<file path="config.mk">
export PLATFORM = sky130hd
export DESIGN_NAME = calendar_clock_counter_unit
export DESIGN_NICKNAME = d
export VERILOG_FILES = /design/src/design/ccc_pkg.sv /design/src/design/calendar_clock_counter_unit.sv /design/src/design/ccc_cell.sv /design/src/design/ccc_year_cell.sv
export SDC_FILE = /design/constraint.sdc
export NUM_CORES = 1
export LEC_CHECK = 0
export BUFFER_PORTS_ARGS = -buffer_cell sky130_fd_sc_hd__buf_2
export CORE_MARGIN = 4
export CORE_UTILIZATION = 35
export CTS_CLUSTER_DIAMETER = 30
export DETAILED_ROUTE_END_ITERATION = 16
export PLACE_DENSITY = 0.57
export SYNTH_ARGS = -nofsm -noshare
export SYNTH_HDL_FRONTEND = slang
export SYNTH_SLANG_ARGS = --single-unit
</file>
<file path="constraint.sdc">
create_clock -name clk -period 9.9 [get_ports clk]
set_input_delay 0.99 -clock clk [delete_from_list [all_inputs] [get_ports clk]]
set_output_delay 0.99 -clock clk [all_outputs]
set_load 0.02 [all_outputs]
</file>
<file path="src/design/ccc_pkg.sv">
// ----------------------------------------------------------------------------
// ccc_pkg: shared types, constants and functions
// Mode codes, field widths, the cell control struct and the calendar functions
// used by the calendar clock counter cells.
// ----------------------------------------------------------------------------
package ccc_pkg;

    // Item modes
    typedef enum logic [1:0] {
        MODE_TICK     = 2'd0,
        MODE_SET_ALL  = 2'd1,
        MODE_SET_DATE = 2'd2,
        MODE_SET_TIME = 2'd3
    } mode_t;

    // Width of one counter cell, wide enough for minutes and seconds
    localparam int CELL_W = 6;

    typedef logic [CELL_W-1:0] cell_val_t;
    typedef logic [15:0]       year_t;

    // Control handed to a cell: carry in from its neighbor (the tick for the second cell) and a load strobe
    typedef struct packed {
        logic inc;
        logic load;
    } cell_ctrl_t;

    // Cell limits
    localparam cell_val_t SEC_LAST   = 6'd59;
    localparam cell_val_t MIN_LAST   = 6'd59;
    localparam cell_val_t HOUR_LAST  = 6'd23;
    localparam cell_val_t MONTH_LAST = 6'd12;
    localparam cell_val_t BASE_ZERO  = 6'd0;
    localparam cell_val_t BASE_ONE   = 6'd1;

    // Reset date
    localparam year_t YEAR_AT_RESET = 16'd2026;

    // Inverse of 25 modulo 2^16 and the largest product of a multiple of 25
    localparam logic [15:0] INV25     = 16'd23593;
    localparam logic [15:0] DIV25_MAX = 16'd2621;

    // Gregorian leap test; divisibility by 25 via multiply by modular inverse
    function automatic logic is_leap(input year_t y);
        logic [31:0] prod;
        logic        div25;
        logic        div4;
        logic        div16;
        prod  = 32'(y) * 32'(INV25);
        div25 = (prod[15:0] <= DIV25_MAX);
        div4  = (y[1:0] == 2'd0);
        div16 = (y[3:0] == 4'd0);
        return div4 && (!div25 || div16);
    endfunction

    // Last day of a month
    function automatic cell_val_t days_in_month(input cell_val_t m, input logic leap);
        cell_val_t d;
        unique case (m)
            6'd2:                     d = leap ? 6'd29 : 6'd28;
            6'd4, 6'd6, 6'd9, 6'd11:  d = 6'd30;
            default:                  d = 6'd31;
        endcase
        return d;
    endfunction

endpackage

</file>
<file path="src/design/calendar_clock_counter_unit.sv">
// ----------------------------------------------------------------------------
// calendar_clock_counter_unit: Gregorian real-time clock and calendar
// The result beat for an item is valid the cycle after it is taken.
// One item per cycle while the output does not stall; the carry ripple through
// the cell row is combinational, and the output beat is the field registers.
// Reset: 2026-01-01 00:00:00, no result pending.
// ----------------------------------------------------------------------------
module calendar_clock_counter_unit (
    input  logic        clk,
    input  logic        rst_n,
    input  logic        in_valid,
    output logic        in_stall,
    input  logic [1:0]  mode,
    input  logic [15:0] set_year,
    input  logic [3:0]  set_month,
    input  logic [4:0]  set_day,
    input  logic [4:0]  set_hour,
    input  logic [5:0]  set_minute,
    input  logic [5:0]  set_second,
    output logic        out_valid,
    input  logic        out_stall,
    output logic [15:0] year_out,
    output logic [3:0]  month_out,
    output logic [4:0]  day_out,
    output logic [4:0]  hour_out,
    output logic [5:0]  minute_out,
    output logic [5:0]  second_out,
    output logic        rejected
);

    logic                out_valid_reg;
    logic                out_valid_next;
    logic                rejected_reg;
    logic                rejected_next;
    logic                accept;
    logic                is_tick;
    logic                use_date;
    logic                use_time;
    logic                date_ok;
    logic                time_ok;
    logic                rej;
    logic                ld_date;
    logic                ld_time;
    ccc_pkg::mode_t      mode_in;

    ccc_pkg::cell_ctrl_t sec_ctrl;
    ccc_pkg::cell_ctrl_t min_ctrl;
    ccc_pkg::cell_ctrl_t hour_ctrl;
    ccc_pkg::cell_ctrl_t day_ctrl;
    ccc_pkg::cell_ctrl_t month_ctrl;
    ccc_pkg::cell_ctrl_t year_ctrl;

    ccc_pkg::cell_val_t  sec_val;
    ccc_pkg::cell_val_t  min_val;
    ccc_pkg::cell_val_t  hour_val;
    ccc_pkg::cell_val_t  day_val;
    ccc_pkg::cell_val_t  month_val;
    ccc_pkg::cell_val_t  day_last;
    ccc_pkg::year_t      year_val;
    logic                leap;
    logic                sec_carry;
    logic                min_carry;
    logic                hour_carry;
    logic                day_carry;
    logic                month_carry;

    // The field registers are the output beat, so hold them while it stalls
    assign in_stall = out_valid_reg && out_stall;
    assign accept   = in_valid && !in_stall;
    assign mode_in  = ccc_pkg::mode_t'(mode);

    // Decode and range checks
    always_comb
    begin
        is_tick  = (mode_in == ccc_pkg::MODE_TICK);
        use_date = (mode_in == ccc_pkg::MODE_SET_ALL) || (mode_in == ccc_pkg::MODE_SET_DATE);
        use_time = (mode_in == ccc_pkg::MODE_SET_ALL) || (mode_in == ccc_pkg::MODE_SET_TIME);
        date_ok  = (set_month >= 4'd1) && (set_month <= 4'd12) && (set_day != 5'd0);
        time_ok  = (set_hour <= 5'd23) && (set_minute <= 6'd59) && (set_second <= 6'd59);
        rej      = !is_tick && ((use_date && !date_ok) || (use_time && !time_ok));
        ld_date  = accept && !is_tick && use_date && !rej;
        ld_time  = accept && !is_tick && use_time && !rej;
    end

    // Carry chain controls between neighboring cells
    always_comb
    begin
        day_last        = ccc_pkg::days_in_month(month_val, leap);
        sec_ctrl.inc    = accept && is_tick;
        sec_ctrl.load   = ld_time;
        min_ctrl.inc    = sec_carry;
        min_ctrl.load   = ld_time;
        hour_ctrl.inc   = min_carry;
        hour_ctrl.load  = ld_time;
        day_ctrl.inc    = hour_carry;
        day_ctrl.load   = ld_date;
        month_ctrl.inc  = day_carry;
        month_ctrl.load = ld_date;
        year_ctrl.inc   = month_carry;
        year_ctrl.load  = ld_date;
    end

    // Cell row: second, minute, hour, day, month, year
    ccc_cell u_sec (
        .clk      (clk),
        .rst_n    (rst_n),
        .ctrl     (sec_ctrl),
        .load_val (set_second),
        .last_val (ccc_pkg::SEC_LAST),
        .base_val (ccc_pkg::BASE_ZERO),
        .rst_val  (ccc_pkg::BASE_ZERO),
        .val      (sec_val),
        .carry    (sec_carry)
    );

    ccc_cell u_min (
        .clk      (clk),
        .rst_n    (rst_n),
        .ctrl     (min_ctrl),
        .load_val (set_minute),
        .last_val (ccc_pkg::MIN_LAST),
        .base_val (ccc_pkg::BASE_ZERO),
        .rst_val  (ccc_pkg::BASE_ZERO),
        .val      (min_val),
        .carry    (min_carry)
    );

    ccc_cell u_hour (
        .clk      (clk),
        .rst_n    (rst_n),
        .ctrl     (hour_ctrl),
        .load_val ({1'b0, set_hour}),
        .last_val (ccc_pkg::HOUR_LAST),
        .base_val (ccc_pkg::BASE_ZERO),
        .rst_val  (ccc_pkg::BASE_ZERO),
        .val      (hour_val),
        .carry    (hour_carry)
    );

    ccc_cell u_day (
        .clk      (clk),
        .rst_n    (rst_n),
        .ctrl     (day_ctrl),
        .load_val ({1'b0, set_day}),
        .last_val (day_last),
        .base_val (ccc_pkg::BASE_ONE),
        .rst_val  (ccc_pkg::BASE_ONE),
        .val      (day_val),
        .carry    (day_carry)
    );

    ccc_cell u_month (
        .clk      (clk),
        .rst_n    (rst_n),
        .ctrl     (month_ctrl),
        .load_val ({2'b00, set_month}),
        .last_val (ccc_pkg::MONTH_LAST),
        .base_val (ccc_pkg::BASE_ONE),
        .rst_val  (ccc_pkg::BASE_ONE),
        .val      (month_val),
        .carry    (month_carry)
    );

    ccc_year_cell u_year (
        .clk      (clk),
        .rst_n    (rst_n),
        .ctrl     (year_ctrl),
        .load_val (set_year),
        .year     (year_val),
        .leap     (leap)
    );

    // Output beat control
    always_comb
    begin
        rejected_next  = accept ? rej : rejected_reg;
        out_valid_next = accept || (out_valid_reg && out_stall);
    end

    always_ff @(posedge clk or negedge rst_n)
    begin
        if (!rst_n)
        begin
            out_valid_reg <= 1'b0;
            rejected_reg  <= 1'b0;
        end
        else
        begin
            out_valid_reg <= out_valid_next;
            rejected_reg  <= rejected_next;
        end
    end

    assign out_valid  = out_valid_reg;
    assign rejected   = rejected_reg;
    assign year_out   = year_val;
    assign month_out  = month_val[3:0];
    assign day_out    = day_val[4:0];
    assign hour_out   = hour_val[4:0];
    assign minute_out = min_val;
    assign second_out = sec_val;

endmodule

</file>
<file path="src/design/ccc_cell.sv">
// ----------------------------------------------------------------------------
// ccc_cell: one wrapping counter cell
// Holds one time or date field, counts on carry in, wraps to its base value
// past its last value and hands a carry to the next cell.
// ----------------------------------------------------------------------------
module ccc_cell (
    input  logic               clk,
    input  logic               rst_n,
    input  ccc_pkg::cell_ctrl_t ctrl,
    input  ccc_pkg::cell_val_t load_val,
    input  ccc_pkg::cell_val_t last_val,
    input  ccc_pkg::cell_val_t base_val,
    input  ccc_pkg::cell_val_t rst_val,
    output ccc_pkg::cell_val_t val,
    output logic               carry
);

    ccc_pkg::cell_val_t val_reg;
    ccc_pkg::cell_val_t val_next;

    // Wrap at or past the last value (a day loaded past month end included)
    assign carry = ctrl.inc && (val_reg >= last_val);

    // Next value
    always_comb
    begin
        priority if (ctrl.load)
        begin
            val_next = load_val;
        end
        else if (carry)
        begin
            val_next = base_val;
        end
        else if (ctrl.inc)
        begin
            val_next = val_reg + ccc_pkg::CELL_W'(1);
        end
        else
        begin
            val_next = val_reg;
        end
    end

    // Field register
    always_ff @(posedge clk or negedge rst_n)
    begin
        if (!rst_n)
        begin
            val_reg <= rst_val;
        end
        else
        begin
            val_reg <= val_next;
        end
    end

    assign val = val_reg;

endmodule

</file>
<file path="src/design/ccc_year_cell.sv">
// ----------------------------------------------------------------------------
// ccc_year_cell: year cell at the end of the chain
// Counts years modulo 2^16 and keeps a leap flag for the current year, which
// the day cell uses for the length of February.
// ----------------------------------------------------------------------------
module ccc_year_cell (
    input  logic                clk,
    input  logic                rst_n,
    input  ccc_pkg::cell_ctrl_t ctrl,
    input  ccc_pkg::year_t      load_val,
    output ccc_pkg::year_t      year,
    output logic                leap
);

    ccc_pkg::year_t year_reg;
    ccc_pkg::year_t year_next;
    logic           leap_reg;
    logic           leap_next;

    // Next year and its leap flag
    always_comb
    begin
        priority if (ctrl.load)
        begin
            year_next = load_val;
        end
        else if (ctrl.inc)
        begin
            year_next = year_reg + 16'd1;
        end
        else
        begin
            year_next = year_reg;
        end
        leap_next = ccc_pkg::is_leap(year_next);
    end

    // Year and leap registers
    always_ff @(posedge clk or negedge rst_n)
    begin
        if (!rst_n)
        begin
            year_reg <= ccc_pkg::YEAR_AT_RESET;
            leap_reg <= ccc_pkg::is_leap(ccc_pkg::YEAR_AT_RESET);
        end
        else
        begin
            year_reg <= year_next;
            leap_reg <= leap_next;
        end
    end

    assign year = year_reg;
    assign leap = leap_reg;

endmodule
</file>
Word level (Yosys, flattened, before mapping):

Cells that the tools add are included.
W data, S select, Z words.

* bits in registers: 49

* add/subtract/negate cells: 6
* multiply operators: 1
* magnitude comparators: 11
* eq/ne operators: 8
* muxes and demuxes: 19
* reductions and logical operators: 42

Operators by type and width (count)
* $mux W6: 15
* $mux W16: 2
* $add A6 B1 Y6 const B: 5
* $logic_and A1 B1 Y1: 21
* $add A16 B1 Y16 const B: 1
* $le A16 B12 Y1 const B: 1
* $mul A16 B15 Y16 const B: 1
* $reduce_bool A3 Y1: 5
* $eq A6 B3 Y1 const B: 2
* $eq A6 B4 Y1 const B: 2
* $ge A6 B6 Y1 const B: 2
* $le A6 B6 Y1 const B: 2
* $eq A6 B2 Y1 const B: 1
* $ge A6 B4 Y1 const B: 1
* $ge A6 B5 Y1: 1
* $ge A6 B5 Y1 const B: 1
* $logic_not A1 Y1: 6
* $le A5 B5 Y1 const B: 1
* $logic_or A1 B1 Y1: 5
* $reduce_bool A5 Y1: 1
* $eq A2 B2 Y1 const B: 2
* $ge A4 B1 Y1 const B: 1
* $le A4 B4 Y1 const B: 1
* $logic_not A2 Y1: 2
* other kinds (5): 5

Longest topological paths before layout:

Gate-level depths: netlist (run 1).

* depth after elaboration: 16
* gate-level depth with buffers: 33
* mapped depth without buffers: 32

Worst setup path before layout (run 1):

OpenSTA, ideal clock, no wires.

* path kind: register to register
* start: register u_month.val_reg[2] (netlist: u_month.val[2])
* end: register u_year.leap_reg (netlist: u_year.leap)
* arrival: 7.070 ns
* required time: 9.776 ns
* setup slack: 2.707 ns
* stages on the path, launching flop included: 28
* path buffers: 1
* cell sequence: dfrtp_1 a211oi_1 a22oi_1 ha_1 nand2b_1 a211oi_1 or2_2 nor3_2 and4_1 clkbuf_1 xnor2_1 o21ai_0 ha_1 ha_1 inv_1 fa_1 fa_1 inv_1 fa_1 ha_1 ha_1 o21ai_0 inv_1 o31ai_1 a21oi_1 xnor3_1 xnor3_1 o31a_1

* word-level cells in the longest chain between the ends: 13
* elaborated cells on any way between the ends: 20

RTL lines
* start, declared: line ccc_cell.sv:18 `ccc_pkg::cell_val_t val_reg;`
* start signal, assigned: line ccc_cell.sv:50 `val_reg <= rst_val;`
* start signal, assigned: line ccc_cell.sv:54 `val_reg <= val_next;`
* $eq A6 B3 Y1 / $eq A6 B4 Y1 (equally long branches): line ccc_pkg.sv:59 `unique case (m)`
* $reduce_or A4 Y1: line ccc_pkg.sv:59
* $pmux W2 S2: line ccc_pkg.sv:59
* $ge A6 B5 Y1: line ccc_cell.sv:22 `assign carry = ctrl.inc && (val_reg >= last_val);`
* $logic_and A1 B1 Y1: line ccc_cell.sv:22
* $logic_and A1 B1 Y1 *: line ccc_cell.sv:22
* $mux W16 *: line ccc_year_cell.sv:27 `else if (ctrl.inc)`
* $mux W16 *: line ccc_year_cell.sv:23 `priority if (ctrl.load)`
* net u_year.year_next[3]: line ccc_year_cell.sv:16 `ccc_pkg::year_t year_next;`
* $mul A16 B15 Y16: line ccc_pkg.sv:49 `prod = 32'(y) * 32'(INV25);`
* $le A16 B12 Y1: line ccc_pkg.sv:50 `div25 = (prod[15:0] <= DIV25_MAX);`
* $logic_not A1 Y1: line ccc_pkg.sv:53 `return div4 && (!div25 || div16);`
* $logic_or A1 B1 Y1 *: line ccc_pkg.sv:53
* $logic_and A1 B1 Y1 *: line ccc_pkg.sv:53
* net u_year.leap_next: line ccc_year_cell.sv:18 `logic leap_next;`
* end signal, assigned: line ccc_year_cell.sv:44 `leap_reg <= ccc_pkg::is_leap(ccc_pkg::YEAR_AT_RESET);`
* end signal, assigned: line ccc_year_cell.sv:49 `leap_reg <= leap_next;`
* end, declared: line ccc_year_cell.sv:17 `logic leap_reg;`

Mark *: on every way through the listed nets, which the timed path passes. The rest lies on a longest branch.
A chain may end at the register's enable or synchronous reset.

Worst setup path in the final report (run 1):

Ends and elaborated chain as after synthesis.

==> results of run 1 <==
[per-stage QoR]
| step | cell area [um^2] | std cells | worst slack (ps) |
|---|---|---|---|
| after floorplan | 5010 | 567 | 2710 |
| after global placement | 5560 | 814 | 2060 |
| after detailed placement | 5560 | 814 | 1690 |
| after CTS | 5740 | 822 | 1670 |
| after global routing | 5740 | 822 | 1000 |
| final | 5740 | 822 | 1670 |
[kinds of logic after synthesis]
group	share of synthesized area, %
AND/OR/NAND/NOR	18.2
AO/OA/AOI/OAI	17.1
adder cells (fa/ha/maj)	25.7
buffers and inverters	7.94
flip-flops	24.7
XOR/XNOR	5.10
multiplexers	1.22
[cells in the final DEF (no fill, tap or decap), types with 13 or more instances in the layout]
master and n:
a21oi_1 21, a31oi_1 14, buf_2 92, dfrtp_1 39, fa_1 18, ha_1 74
inv_1 59, nand2_1 51, nand3_1 13, nor2_1 46, o21ai_0 37, xnor2_1 16
[routing by layer]
metal / vias to the layer above / share of wire (%)
met5: - / 0
met4: 0 / 1.7
met3: 17 / 6.2
met2: 126 / 48
met1: 2093 / 44
li1: 2172 / -
[how the worst max path moves through the flow]
stage / end / cells after the start
final: u_year.leap / 26
after global routing: u_year.leap / 26
after CTS: u_year.leap / 26
after detailed placement: u_year.leap / 26
after global placement: u_year.leap / 26
after floorplan: u_year.leap / 27
[final cells by class]
cell class	count	area [um^2]	share of cell area, %
Multi-Input combinational cell	429	3380	58.9
Sequential cell	49	1240	21.6
Timing Repair Buffer	97	498	8.67
Tap cell	180	225	3.92
Inverter	59	221	3.86
Clock buffer	6	139	2.42
Clock inverter	2	37.5	0.654
[synthesized netlist by cell type, types with 4 or more instances]
| master | number | area, um^2 |
|---|---|---|
| a21oi_1 | 21 | 105 |
| a31oi_1 | 14 | 87.6 |
| and2_1 | 4 | 25.0 |
| and3_1 | 9 | 56.3 |
| buf_4 | 15 | 113 |
| clkbuf_1 | 13 | 48.8 |
| dfrtp_1 | 39 | 976 |
| dfstp_2 | 10 | 263 |
| fa_1 | 18 | 360 |
| ha_1 | 74 | 926 |
| inv_1 | 59 | 221 |
| mux2i_1 | 5 | 50.1 |
| nand2_1 | 51 | 191 |
| nand3_1 | 13 | 65.1 |
| nand4_1 | 11 | 68.8 |
| nor2_1 | 46 | 173 |
| nor3_1 | 12 | 60.1 |
| nor4_1 | 5 | 31.3 |
| o211ai_1 | 5 | 37.5 |
| o21a_1 | 9 | 67.6 |
| o21ai_0 | 37 | 185 |
| o311ai_0 | 5 | 43.8 |
| or4_1 | 4 | 30.0 |
| xnor2_1 | 16 | 140 |
| xor2_1 | 8 | 70.1 |
[report_power, final]
group | total [mW] | internal, mW | leakage, nW | switching (mW)
clock network | 0.208 | 0.126 | 0.0831 | 0.0813
registers | 0.362 | 0.268 | 0.561 | 0.0931
logic | 1.97 | 0.966 | 2.07 | 1.00
total | 2.54 | 1.36 | 2.71 | 1.18
==> out/qor.yml, run 1 <==
floorplanning:
  dieArea_um2: 16300
  die_y_um: 128
  die_w_um: 128
  row_count: 43
  core_um2: 13900
  pin_count: 93
  initial_core_util_pct: 35.9
timing:
  setup_viol: 0
  hold_ws_ps: 521
  max_freq_mhz: 122
  tightestPinTransition_ps: 1060
  period_share_pct: 83.1
  tns_ps: 0
  rsz0062_at_grt: "false"
  hold_viol_final: 0
  period_minus_slack_ps: 8230
  slew_viol_final: 0
  finClkSkew_ps: 13.0
  slew-limit-headroom_pct: 29.4
layout:
  drive_gt1_share_pct: 20.7
  nNetsFinal: 781
  nFillCells: 1387
  final_core_util_pct: 41.2
  antennaDiodeCount: 0
  area_growth_pct: 14.6
  largest_reg_flops: 16
worst_setup_path:
  cpMostUsedCell: "ha_1"
  critPathBufInv: 3
  cp_slowest_stage_delay_ps: 760
  cp_max_fo: 13
  cp.required_ps: 10080
  reg2reg_from: "u_month.val[2]"
  cp_top_family: "adder cells"
  crit_path_start_kind: "register"
  rrSetupSlack_ps: 1670
  timing.rr.end: "u_year.leap"
  reg2regPathDepth: 26
  cpMaxStageDelayCell: "a211oi_1"
  critical_path_class: "reg2reg"
  cp_data_arrival_time_ps: 8410
  startpoint: "u_month.val[2]"
  cp-end-kind: "register"
detailed_routing:
  vias: 4408
  dr.first_iter.drc_count: 315
  routed_wl_mm: 13.3
  viasPerCell: 5.36
  drc: 0
  ant_nets: 0
  drt_pre_antenna_iters: 5
  post_drt_wl_per_cell_um: 16.2
yosys:
  postSynthCellCount: 567
  syn_nets: 707
  synth_edf_count: 0
  synth_cell_types: 66
  syn_area_um2: 5010
  synthFlopType: "dfrtp_1"
  async_reset_ff_share_pct: 100
  synth_seq_cells: 49
  ys_warn_count: 0
  ys_seq_area_share_pct: 24.7
  syn_area_per_cell_um2: 8.83
clock_tree:
  h-tree-depth: 2
  clock_sinks: 49
  numCtsBuffers: 5
  clkTransAtPathRegs_ps: 70
  root_buffer: "clkbuf_16"
  ctsLongestPathBuffers: 2
  cts_resized: 0
  cts_hold_buf: 0
  cts_tree: "done"
  cts_setup_buffers: 0
  worstSkewPairLatency_ps: 300
global_route:
  grtUsageMet2_pct: 28.6
  met1_usage_pct: 21.7
  grt.busiest_layer: "met2"
  grt_use_met3_pct: 3.14
  grt_usage_pct: 16.7
  antenna_found_initial: 0
  grt_pass1_vias: 4413
  grt_max_degree: 50
  grt_pass1_wl_mm: 22.1
  grt_overflow_total: 0
placed_design:
  hpwlAfterDp_mm: 10.9
  gp_congestion: 0.914
  io_buffers: 92
power:
  peakVddDrop_mv: 0.720
  p_per_area_nw_per_um2: 442
  power.leakage_nw: 2.71
  total_power_mw: 2.54
min_path:
  whs_path_depth: 1
  min_to: "rejected"
  hp-class: "reg2reg"
  worst_hold_startpoint: "rejected"
status:
  status: "completed"
job:
  maxCapViolCount: 0
Note: power is estimated with default switching activity, not from simulation.
==> run 2, diff against run 1 <==
PLACE_DENSITY = 0.59   (was 0.57)
clock period = 6.7 ns   (was 9.9 ns; I/O delays follow)
==> run 2 against run 1 <==
Compared with the run above:
- first-iteration DRC count decreased by 15%
- via count increased by 6.1%
- worst hold slack got worse by 42 ps
- count of clock-buffer cells in the layout decreased by 1
- non-clock buffer count increased by 48
- critical path type unchanged
- largest cell class unchanged
- highest routed layer unchanged
==> out/qor.yml, run 2 (synthesis gave the netlist of run 1 again) <==
job:
  maxCapViolCount: 0  # unchanged
layout:
  largest_reg_flops: 16  # unchanged
  drive_gt1_share_pct: 33.0  # was 20.7%
  nNetsFinal: 829  # was 781
  final_common_cell: "buf_2"  # unchanged
  mostFrequentLayoutCells: "92 x buf_2, 59 x ha_1, 55 x inv_1"  # was 92 x buf_2, 74 x ha_1, 59 x inv_1
  antennaDiodeCount: 0  # unchanged
  area_growth_pct: 28.2  # was 14.6%
  final_core_util_pct: 46.1  # was 41.2%
detailed_routing:
  met3_length_um: 763  # was 826 um
  dr.first_iter.drc_count: 268  # was 315
  routed_wl_mm: 14.3  # was 13.3 mm
  vias: 4678  # was 4408
  route.top_layer_used: "met4"  # unchanged
  post_drt_wl_per_cell_um: 16.5  # was 16.2 um
  drc: 0  # unchanged
  ant_nets: 0  # unchanged
  dr_wl_met2_mm: 7.09  # was 6.36 mm
  drt_pre_antenna_iters: 5  # unchanged
  viasPerCell: 5.38  # was 5.36
  met1_length_mm: 6.24  # was 5.87 mm
clock_tree:
  cts_tree: "done"  # unchanged
  cts_hold_buf: 0  # unchanged
  worstSkewPairLatency_ps: 310  # was 300 ps
  root_buffer: "clkbuf_16"  # unchanged
  clock_sinks: 49  # unchanged
  clkTransAtPathRegs_ps: 80  # was 70 ps
  h-tree-depth: 2  # unchanged
  numCtsBuffers: 5  # unchanged
  ctsLongestPathBuffers: 2  # unchanged
placed_design:
  post-place-ws_ps: -118  # was 1690 ps
  io_buffers: 92  # unchanged
  hpwlAfterDp_mm: 11.3  # was 10.9 mm
  gp_congestion: 0.830  # was 0.914
worst_setup_path:
  crit_path_start_kind: "register"  # unchanged
  cp_data_arrival_time_ps: 6860  # was 8410 ps
  cp.required_ps: 6890  # was 10080 ps
  cpMaxStageDelayCell: "fa_1"  # was a211oi_1
  cp_slowest_stage_delay_ps: 560  # was 760 ps
  critPathBufInv: 5  # was 3
  cp_max_fo: 5  # was 13
  cp-end-kind: "register"  # unchanged
  critical_path_class: "reg2reg"  # unchanged
  cp_top_family: "adder cells"  # unchanged
status:
  status: "completed"  # unchanged
timing:
  tightestPinTransition_ps: 1030  # was 1060 ps
  hold_viol_final: 0  # unchanged
  finClkSkew_ps: 16.0  # was 13.0 ps
  slew-limit-headroom_pct: 31.7  # was 29.4%
  period_minus_slack_ps: 6670  # was 8230 ps
  tns_ps: 0  # unchanged
  period_share_pct: 99.5  # was 83.1%
  setup_slack_ps: 30.9  # was 1670 ps
  slew_viol_final: 0  # unchanged
  rsz0062_at_grt: "true"  # was false
  max_freq_mhz: 150  # was 122 MHz
  setup_viol: 0  # unchanged
floorplanning:
  die_w_um: 128  # unchanged
  pin_count: 93  # unchanged
  initial_core_util_pct: 35.9  # unchanged
  row_count: 43  # unchanged
  dieArea_um2: 16300  # unchanged
  die_y_um: 128  # unchanged
  core_um2: 13900  # unchanged
global_route:
  grt_max_degree: 50  # unchanged
  grt_usage_pct: 17.4  # was 16.7%
  grt_pass1_vias: 4562  # was 4413
  grt_overflow_total: 0  # unchanged
  antenna_found_initial: 0  # unchanged
  grt_pass1_wl_mm: 22.8  # was 22.1 mm
min_path:
  hp-class: "in2async"  # was reg2reg
==> run 2: cell types whose count changed in the layout (fill, tap and decap cells not counted), moves of 3 or more <==
cell and change:
o21ai_2 +4, o21ai_0 -11, inv_2 +4, ha_4 +13, o21ai_1 +7, nand2_1 -3, nor2_1 -3, ha_1 -15
inv_1 -4, buf_4 +45, nor2_2 +3
==> run 2: layer usage <==
metal,up-vias,global-route usage (%)
met5,-,0
met3,15,3.01
met2,118,30.0
li1,2253,-
met1,2292,22.8
met4,0,4.06
==> run 2: path summary, 6_finish.rpt <==
path / start / end / slack, ps / cells past startpoint
max: u_month.val[0] / u_year.leap / 30 / 30
min: rst_n / u_sec.val[1] / 480 / 2
max reg2reg: u_month.val[0] / u_year.leap / 30 / 30
min reg2reg: u_hour.val[5] / u_hour.val[5] / 550 / 1
max in group asynchronous: rst_n / u_month.val[1] / 5720 / 2
min in group clk: u_hour.val[5] / u_hour.val[5] / 550 / 1
==> run 2: through the flow <==
stage,hold WS (ps),std cells,cell area (um^2)
6_report,478,870,6420
2_1_floorplan,374,567,5060
4_1_cts,505,859,6060
5_1_grt,533,870,6420
3_5_place_dp,519,851,5900
3_3_place_gp,519,851,5900
==> run 2: cell type report <==
type                    instances  area, um^2
clock buffers                   5         125
flip-flops and latches         49        1240
repair buffers                145         878
multi-input cells             429        3710
clock inverters                 3        22.5
inverters                      59         221
fillers                      1340        7510
well taps                     180         225
==> run 2: timing repair <==
action	CTS	global route
setup buffers	0	11
pin swaps	0	35
gates cloned	0	0
setup endpoints to repair	1	1
gates resized for setup	8	52
Power of run 2 is left out: the tool's default activity adds up to more than one toggle a clock period on the data nets, which glitch-free logic cannot reach.
